`config.mk`:
```
export PLATFORM = sky130hd
export DESIGN_NAME = gf256_erasure_parity_encoder
export DESIGN_NICKNAME = d
export VERILOG_FILES = /design/src/gep_pkg.sv /design/src/gf256_erasure_parity_encoder.sv /design/src/gep_cell.sv
export SDC_FILE = /design/constraint.sdc
export NUM_CORES = 2
export LEC_CHECK = 0
export CAP_MARGIN = 30
export CORE_ASPECT_RATIO = 1.1
export CORE_MARGIN = 3
export CORE_UTILIZATION = 35
export DETAILED_ROUTE_END_ITERATION = 10
export DONT_BUFFER_PORTS = 1
export PLACE_DENSITY = 0.57
export SYNTH_ARGS = -nofsm -noshare
export SYNTH_HDL_FRONTEND = slang
export SYNTH_SLANG_ARGS = --single-unit
```
`constraint.sdc`:
```
create_clock -name clk -period 23.6 [get_ports clk]
set_input_delay 5.9 -clock clk [delete_from_list [all_inputs] [get_ports clk]]
set_output_delay 5.9 -clock clk [all_outputs]
set_load 0.02 [all_outputs]
```
`src/gep_pkg.sv`:
```
// types, config register codes and gf(2^8) multiply for the parity encoder
// no dependencies; imported by every other file of the block
`default_nettype none

package gep_pkg;

  localparam int LANES = 8;
  localparam int ROWS  = 4;
  localparam int CFG_W = 64;

  typedef logic [2:0] cfg_idx_t;

  localparam cfg_idx_t CFG_COEFF_0    = 3'd0;
  localparam cfg_idx_t CFG_COEFF_1    = 3'd1;
  localparam cfg_idx_t CFG_COEFF_2    = 3'd2;
  localparam cfg_idx_t CFG_COEFF_3    = 3'd3;
  localparam cfg_idx_t CFG_ACTIVE_IN  = 3'd4;
  localparam cfg_idx_t CFG_ACTIVE_OUT = 3'd5;
  localparam cfg_idx_t CFG_POLY       = 3'd6;

  localparam logic [3:0] ACTIVE_IN_RST  = 4'd8;
  localparam logic [2:0] ACTIVE_OUT_RST = 3'd4;
  localparam logic [7:0] POLY_RST       = 8'h1d;

  typedef struct packed {
    logic [7:0] data_0;
    logic [7:0] data_1;
    logic [7:0] data_2;
    logic [7:0] data_3;
    logic [7:0] data_4;
    logic [7:0] data_5;
    logic [7:0] data_6;
    logic [7:0] data_7;
    logic       last_in;
  } in_beat_t;

  typedef struct packed {
    logic [7:0] parity_0;
    logic [7:0] parity_1;
    logic [7:0] parity_2;
    logic [7:0] parity_3;
    logic       last_out;
  } out_beat_t;

  typedef struct packed {
    logic valid;
    logic last;
  } stage_ctl_t;

  // shift-and-xor product reduced by x^8 + poly
  function automatic logic [7:0] gf_mul(input logic [7:0] a, input logic [7:0] b,
                                        input logic [7:0] poly);
    logic [7:0] r;
    logic [7:0] x;
    r = 8'h00;
    x = a;
    for (int k = 0; k < 8; k++) begin
      if (b[k]) begin
        r = r ^ x;
      end
      x = {x[6:0], 1'b0} ^ (x[7] ? poly : 8'h00);
    end
    return r;
  endfunction

endpackage

`default_nettype wire

```
`src/gf256_erasure_parity_encoder.sv`:
```
// Byte-column erasure code encoder over GF(2^8). Each beat carries one byte from each of up
// to eight data shards; each result beat carries one coded byte for each of up to four output
// shards, the xor of coefficient times data byte over the active shards. A chain of
// MAX_INPUTS cells, one per data shard, builds the row sums; a column passes through each
// cell's registers in turn, and the block sustains one beat per cycle while out_stall holds
// no result. The last cell's registers are the output register; when out_stall holds a result
// the whole chain waits. The user must write registers over the cfg port only while no beat
// is in flight; the block does not enforce this. Uses gep_pkg and gep_cell.
`default_nettype none

module gf256_erasure_parity_encoder
  import gep_pkg::*;
#(
  parameter int MAX_INPUTS  = 8,
  parameter int MAX_OUTPUTS = 4
) (
  input  wire logic     clk,
  input  wire logic     rst_n,
  input  wire logic     in_valid,
  output logic          in_stall,
  input  wire in_beat_t in_beat,
  output logic          out_valid,
  input  wire logic     out_stall,
  output out_beat_t     out_beat,
  input  wire logic     cfg_we,
  input  wire cfg_idx_t cfg_index,
  input  wire logic [CFG_W-1:0] cfg_wdata
);

  localparam int NROWS = (MAX_OUTPUTS < ROWS) ? MAX_OUTPUTS : ROWS;

  logic [CFG_W-1:0] coeff_r [NROWS];
  logic [3:0]       active_in_r;
  logic [2:0]       active_out_r;
  logic [7:0]       poly_r;

  for (genvar r = 0; r < NROWS; r++) begin : g_coeff
    always_ff @(posedge clk) begin
      if (!rst_n) begin
        coeff_r[r] <= '0;
      end else if (cfg_we && (cfg_index == CFG_COEFF_0 + 3'(r))) begin
        coeff_r[r] <= cfg_wdata;
      end
    end
  end

  always_ff @(posedge clk) begin
    if (!rst_n) begin
      active_in_r  <= ACTIVE_IN_RST;
      active_out_r <= ACTIVE_OUT_RST;
      poly_r       <= POLY_RST;
    end else if (cfg_we) begin
      unique case (cfg_index) inside
        CFG_ACTIVE_IN:  active_in_r  <= cfg_wdata[3:0];
        CFG_ACTIVE_OUT: active_out_r <= cfg_wdata[2:0];
        CFG_POLY:       poly_r       <= cfg_wdata[7:0];
        CFG_COEFF_0, CFG_COEFF_1, CFG_COEFF_2, CFG_COEFF_3: ;
        default: ;
      endcase
    end
  end

  logic en;
  assign en       = !(out_valid && out_stall);
  assign in_stall = !en;

  logic [LANES-1:0][7:0] in_lanes;
  assign in_lanes = {in_beat.data_7, in_beat.data_6, in_beat.data_5, in_beat.data_4,
                     in_beat.data_3, in_beat.data_2, in_beat.data_1, in_beat.data_0};

  stage_ctl_t                 ctl_chain  [MAX_INPUTS+1];
  logic [MAX_INPUTS-1:0][7:0] data_chain [MAX_INPUTS+1];
  logic [NROWS-1:0][7:0]      acc_chain  [MAX_INPUTS+1];

  assign ctl_chain[0].valid = in_valid;
  assign ctl_chain[0].last  = in_beat.last_in;
  assign acc_chain[0]       = '0;

  for (genvar i = 0; i < MAX_INPUTS; i++) begin : g_lane
    assign data_chain[0][i] = in_lanes[i];
  end

  for (genvar i = 0; i < MAX_INPUTS; i++) begin : g_cell
    logic [NROWS-1:0][7:0] cell_coeff;
    logic                  lane_on;

    for (genvar r = 0; r < NROWS; r++) begin : g_row
      assign cell_coeff[r] = coeff_r[r][8*i +: 8];
    end
    assign lane_on = (active_in_r > 4'(i));

    gep_cell #(
      .NIN   (MAX_INPUTS),
      .NROWS (NROWS),
      .LANE  (i)
    ) u_cell (
      .clk     (clk),
      .rst_n   (rst_n),
      .en      (en),
      .lane_on (lane_on),
      .poly    (poly_r),
      .coeff   (cell_coeff),
      .ctl_in  (ctl_chain[i]),
      .data_in (data_chain[i]),
      .acc_in  (acc_chain[i]),
      .ctl_r   (ctl_chain[i+1]),
      .data_r  (data_chain[i+1]),
      .acc_r   (acc_chain[i+1])
    );
  end

  logic [ROWS-1:0][7:0] parity;

  for (genvar k = 0; k < ROWS; k++) begin : g_out
    if (k < NROWS) begin : g_used
      assign parity[k] = (active_out_r > 3'(k)) ? acc_chain[MAX_INPUTS][k] : 8'h00;
    end else begin : g_zero
      assign parity[k] = 8'h00;
    end
  end

  assign out_valid         = ctl_chain[MAX_INPUTS].valid;
  assign out_beat.parity_0 = parity[0];
  assign out_beat.parity_1 = parity[1];
  assign out_beat.parity_2 = parity[2];
  assign out_beat.parity_3 = parity[3];
  assign out_beat.last_out = ctl_chain[MAX_INPUTS].last;

endmodule

`default_nettype wire

```
`src/gep_cell.sv`:
```
// one cell of the encoder chain: adds its shard's products into the row sums
// uses gep_pkg; instantiated once per data shard by the top level
`default_nettype none

module gep_cell
  import gep_pkg::*;
#(
  parameter int NIN   = 8,
  parameter int NROWS = 4,
  parameter int LANE  = 0
) (
  input  wire logic                       clk,
  input  wire logic                       rst_n,
  input  wire logic                       en,
  input  wire logic                       lane_on,
  input  wire logic [7:0]                 poly,
  input  wire logic [NROWS-1:0][7:0]      coeff,
  input  wire stage_ctl_t                 ctl_in,
  input  wire logic [NIN-1:0][7:0]        data_in,
  input  wire logic [NROWS-1:0][7:0]      acc_in,
  output stage_ctl_t                      ctl_r,
  output logic [NIN-1:0][7:0]             data_r,
  output logic [NROWS-1:0][7:0]           acc_r
);

  logic [NROWS-1:0][7:0] acc_nxt;

  always_comb begin
    for (int r = 0; r < NROWS; r++) begin
      acc_nxt[r] = acc_in[r] ^ (lane_on ? gf_mul(coeff[r], data_in[LANE], poly) : 8'h00);
    end
  end

  always_ff @(posedge clk) begin
    if (!rst_n) begin
      ctl_r <= '0;
    end else if (en) begin
      ctl_r <= ctl_in;
    end
  end

  always_ff @(posedge clk) begin
    if (en) begin
      data_r <= data_in;
      acc_r  <= acc_nxt;
    end
  end

endmodule

`default_nettype wire

```
### After elaboration in Yosys (flattened, before gate mapping)

Memory sizes are Yosys's and may differ from the RTL's.
Index checks and enable logic that the tools add are counted.

| operators by class | value |
|---|---|
| bitwise gates (word level) | 480 |
| $lt $le $gt $ge | 12 |
| muxes and demuxes | 529 |
| reductions and logical operators | 9 |
| equal/unequal tests | 6 |
| add/subtract/negate cells | 0 |
| shift operators | 0 |
| div/mod/pow operators | 0 |
| multipliers | 0 |

Operators with widths:

| cell | number |
|---|---|
| $mux W8 | 512 |
| $xor A8 B8 Y8 | 476 |
| $mux W64 | 4 |
| $gt A4 B3 Y1 const B | 4 |
| $mux W1 | 13 |
| $eq A3 B3 Y1 const B | 3 |
| $gt A4 B1 Y1 const B | 2 |
| $gt A4 B2 Y1 const B | 2 |
| $eq A3 B2 Y1 const B | 2 |
| $gt A3 B1 Y1 const B | 2 |
| $gt A3 B2 Y1 const B | 2 |
| $reduce_and A2 Y1 | 3 |
| $logic_and A1 B1 Y1 | 5 |
| $or A1 B1 Y1 | 4 |
| $eq A3 B1 Y1 const B | 1 |
| $logic_not A3 Y1 | 1 |

| word-level totals | value |
|---|---|
| RAM bits | 256 |
| register bits | 511 |
| output and inout port bits | 35 |
| memories kept | 1 |
| ROM bits | 0 |
| bits in latches | 0 |

Memory list:

| name | words | bits a word | read ports | clocked after Yosys merged registers in | write ports | RTL line | RTL |
|---|---|---|---|---|---|---|---|
| coeff_r | 4 | 64 | 4 | 0 | 4 | gf256_erasure_parity_encoder.sv:32 | `logic [CFG_W-1:0] coeff_r [NROWS];` |

### Longest topological paths before layout

An unclocked memory read counts as a cell.

| depth | value |
|---|---|
| depth in word-level cells | 19 |
| mapped depth | 24 |
| gate-level depth less buffers | 13 |

### Modules after synthesis

Synthesis repeated with hierarchy kept, for this count alone.

| unflattened totals | value |
|---|---|
| cell total of the unflattened synthesis | 16328 |
| area total of the unflattened synthesis | 134009.8 um2 |

By module, submodules not included:

| module | seq. area each (um2) | cells each | times used | area an instance (um2) |
|---|---|---|---|---|
| gep_cell | 2922.8 | 1947 | 8 | 15361.0 |
| gf256_erasure_parity_encoder | 7987.7 | 752 | 1 | 11121.9 |

### Least setup slack after synthesis

Ideal clock, no wire load.

| timing path | value |
|---|---|
| path kind | in2reg |
| start point | input out_stall |
| end point | register g_cell[0].u_cell.acc_r[0] (netlist name), enable pin |
| library setup time | 1.031 ns |
| arrival time | 19.173 ns |
| setup slack | 3.396 ns |
| stages | 2 |
| cells stage by stage | nand2_1 clkbuf_1 |

| between the ends | value |
|---|---|
| word-level cells in the longest chain between the ends | 1 |

RTL lines:

| element | RTL line | RTL |
|---|---|---|
| from (decl) | gf256_erasure_parity_encoder.sv:23 | `input wire logic out_stall,` |
| $logic_and A1 B1 Y1 | gf256_erasure_parity_encoder.sv:64 | `assign en = !(out_valid && out_stall);` |
| to (signal assigned) | gep_cell.sv:45 | `acc_r <= acc_nxt;` |
| to (decl) | gep_cell.sv:23 | `output logic [NROWS-1:0][7:0] acc_r` |

Every way passes these cells.
A chain may end at the register's enable or synchronous reset.

### Worst setup path in the final report

| timing path | value |
|---|---|
| start point | input out_stall |
| end point | output in_stall |

| between the ends | value |
|---|---|
| word-level cells in the longest chain between the ends | 1 |

RTL lines:

| element | RTL line | RTL |
|---|---|---|
| $logic_and A1 B1 Y1 | gf256_erasure_parity_encoder.sv:64 |  |
| to (decl) | gf256_erasure_parity_encoder.sv:20 | `output logic in_stall,` |

Every way passes these cells.

==> results.sh <==
export IMPL_status="complete, no violations"
export IMPL_hold_path_startpoint="g_cell[2].u_cell.data_r[32]$_DFFE_PN_"
export IMPL_routed_wl_um=395500
export IMPL_fp_dieH_um=567.0
export IMPL_wl_per_cell_um=25.26
export IMPL_yosysUniqueCellTypes=109
export IMPL_fp_coreArea_um2=284200
export IMPL_worstSetupEndpoint="in_stall"
export IMPL_clk_path_buf_depth=3
export IMPL_rr_worst_depth=17
export IMPL_endpoint_kind="output port"
export IMPL_clk_pin_slew_worst_paths_ns=0.07
export IMPL_period_minus_slack_ns=12.73
export IMPL_vdd_ir_drop_max_mv=0.06158
export IMPL_finalSetupViolCount=0
export IMPL_routed_via_density=5.730
export IMPL_synth_area_um2=100100
export IMPL_start_util=0.3524
export IMPL_hold_path_class="register to register"
export IMPL_synthCells=12470
export IMPL_ys_warn_count=0
export IMPL_synth_xor_area_frac=0.3203
export IMPL_cts_root_buf="clkbuf_16"
export IMPL_seqCellArea_um2=22750
export IMPL_rows=205
export IMPL_fillers=29300
export IMPL_cts_tree="yes"
export IMPL_antenna_found_initial=54
export IMPL_tightest_slew_ns=1.086
export IMPL_area_delta_synth_final_pct=6.034
export IMPL_syn_nets=12610
export IMPL_path_class="input port to output port"
export IMPL_gr_total_overflow=0
export IMPL_timing_rr_end="g_cell[0].u_cell.acc_r[16]$_SDFFCE_PP0N_"
export IMPL_io_pins=172
export IMPL_nets=11920
export IMPL_clk_latency_ns=0.80
export IMPL_die_w_um=516.0
export IMPL_htreeDepth=3
export IMPL_drt_pass1_iterations=6
export IMPL_timing_setup_tns_ns=0
export IMPL_ant_nets=0
export IMPL_cts_sinks=767
export IMPL_synth_seq_cells=767
export IMPL_drive_above_1_share=0.05842
export IMPL_drt_iter0_drc=10620
export IMPL_dieArea_um2=292600
export IMPL_port_buffers=0
export IMPL_fin_crit_sh=0.5393
export IMPL_cts_hold_buf=0
export IMPL_grt_usage=0.2589
export IMPL_route_detailed_drc=0
export IMPL_critPathLaunch="out_stall"
export IMPL_place_gp_congestion=0.9409
export IMPL_dominantRegCellSynth="edfxtp_1"
export IMPL_yosysSeqAreaShare=0.2269
export IMPL_rsz0062_at_grt="false"
export IMPL_max_cap_violations=0
export IMPL_finClkSkew_ns=0.04971
export IMPL_synthMuxAreaShare=0.01068
export IMPL_post_cts_buffers=0
export IMPL_cts_buffers=97
export IMPL_synth_compound_area_frac=0.1738
export IMPL_grt_pass1_wl_um=570300
export IMPL_slew_headroom=0.2747
export IMPL_crit_fanout=59
export IMPL_cp_start_kind="input port"
export IMPL_grt_pass1_vias=81400
export IMPL_fmax_mhz=78.57
export IMPL_p_leak_nw=40.17
export IMPL_multi_input_area_um2=73080
export IMPL_r2r_start="poly_r[7]$_SDFFE_PN0P_"
export IMPL_synthAdderAreaFrac=0
export IMPL_slew_viol_final=0
export IMPL_post_cts_resize_count=0
export IMPL_syn_avg_cell_area_um2=8.029
export IMPL_hold_viol=0
export IMPL_cp_required_ns=17.70
export IMPL_grt_max_degree=117
export IMPL_finish_utilization=0.3736
export IMPL_place_hpwl_um=273500
export IMPL_async_flop_share=0
export IMPL_r2r_setup_slack_ns=15.74
export IMPL_vias=89720
export IMPL_synth_edf_count=736
export IMPL_yosys_area_share_simple=0.2228
export IMPL_arrival_ns=6.83
export IMPL_synth_top_family_by_area="XOR/XNOR gates"
export IMPL_powerDensity_nw_per_um2=85.93
==> worst min path at each step <==
stage / cells past startpoint / endpoint
2_1_floorplan: 0 / g_cell[1].u_cell.data_r[16]$_DFFE_PN_
3_3_place_gp: 0 / g_cell[2].u_cell.data_r[32]$_DFFE_PN_
3_5_place_dp: 0 / g_cell[1].u_cell.data_r[42]$_DFFE_PN_
4_1_cts: 0 / g_cell[3].u_cell.data_r[32]$_DFFE_PN_
5_1_grt: 0 / g_cell[3].u_cell.data_r[32]$_DFFE_PN_
6_report: 0 / g_cell[3].u_cell.data_r[32]$_DFFE_PN_
==> synthesized netlist by cell type, types with 147 or more instances <==
library cell / number / area [um2]
nand2_1: 2626 / 9857
xnor2_1: 2318 / 20300
edfxtp_1: 736 / 22100
clkbuf_1: 650 / 2440
a21oi_1: 566 / 2833
nor2_1: 560 / 2102
xor2_1: 499 / 4370
o21ai_0: 481 / 2407
and2_1: 372 / 2327
nand3_1: 367 / 1837
xnor3_1: 250 / 5630
and3_1: 172 / 1076
o211ai_1: 170 / 1276
buf_1: 163 / 611.8
a211oi_1: 149 / 1119
nor3_1: 147 / 735.7
==> critical path: stages <==
cell and delay, ns:
nand2_4 0.08, buf_16 0.27, clkinv_1 0.56
==> metrics by stage <==
stage | total power, mW | hold slack, ns | area (um2) | std cells | worst slack (ns)
6_report | 9.125 | 0.4086 | 106200 | 15660 | 10.87
5_1_grt | 9.544 | 0.4160 | 106000 | 15600 | 10.72
4_1_cts | 9.096 | 0.4121 | 105900 | 15580 | 10.28
3_5_place_dp | 7.450 | 0.4045 | 102500 | 15400 | 10.28
3_3_place_gp | 7.433 | 0.4008 | 102400 | 15390 | 10.30
2_1_floorplan | 5.986 | 0.4003 | 100100 | 12470 | 3.396
==> kinds of logic (layout without fill, tap and decap cells) <==
kind of cell,Yosys count,after routing
AO/OA/AOI/OAI,2504,2504
multiplexers,97,97
buffers and inverters,1087,477
other,0,70
XOR/XNOR,3146,3146
flip-flops,767,767
AND/OR/NAND/NOR,4871,4871
==> placed cells by master, fill, tap and decap left out, types with 78 or more instances in the layout <==
cell type  count
nand2_1     2617
xnor2_1     2318
edfxtp_1     736
a21oi_1      565
nor2_1       550
xor2_1       499
o21ai_0      479
and2_1       371
nand3_1      367
xnor3_1      250
buf_4        205
and3_1       172
o211ai_1     170
a211oi_1     149
nor3_1       147
a21boi_0     126
nor2b_1      106
clkbuf_16     99
o21a_1        85
a21o_1        78
==> metal layers <==
| layer | part of all wire | global-route usage | up-vias |
|---|---|---|---|
| li1 | - | - | 41790 |
| met1 | 0.42 | 0.3487 | 42920 |
| met2 | 0.43 | 0.3956 | 4202 |
| met3 | 0.099 | 0.05583 | 796 |
| met4 | 0.052 | 0.1157 | 14 |
| met5 | 0.00025 | 0 | - |
==> cell type report <==
type | count | area share
sequential | 767 | 0.2143
inverter | 75 | 0.002875
tap | 3726 | 0.04390
clock inverter | 78 | 0.008024
multi-input combinational | 10620 | 0.6882
timing repair buffer | 219 | 0.01751
antenna | 70 | 0.001650
clock buffer | 105 | 0.02354
==> flip-flops by register name, summed over array words and instances (netlist names) <==
name                  cells
poly_r                    8
active_in_r               4
g_cell.u_cell.acc_r     256
active_out_r              3
g_cell.u_cell.ctl_r      16
g_cell.u_cell.data_r    224
coeff_r                 256
==> where the power goes <==
group | internal [mW] | switching [mW]
clock network | 0.901 | 0.706
registers | 1.99 | 0.333
logic | 2.25 | 2.94
total | 5.14 | 3.98
(Power assumes the default switching activity.)
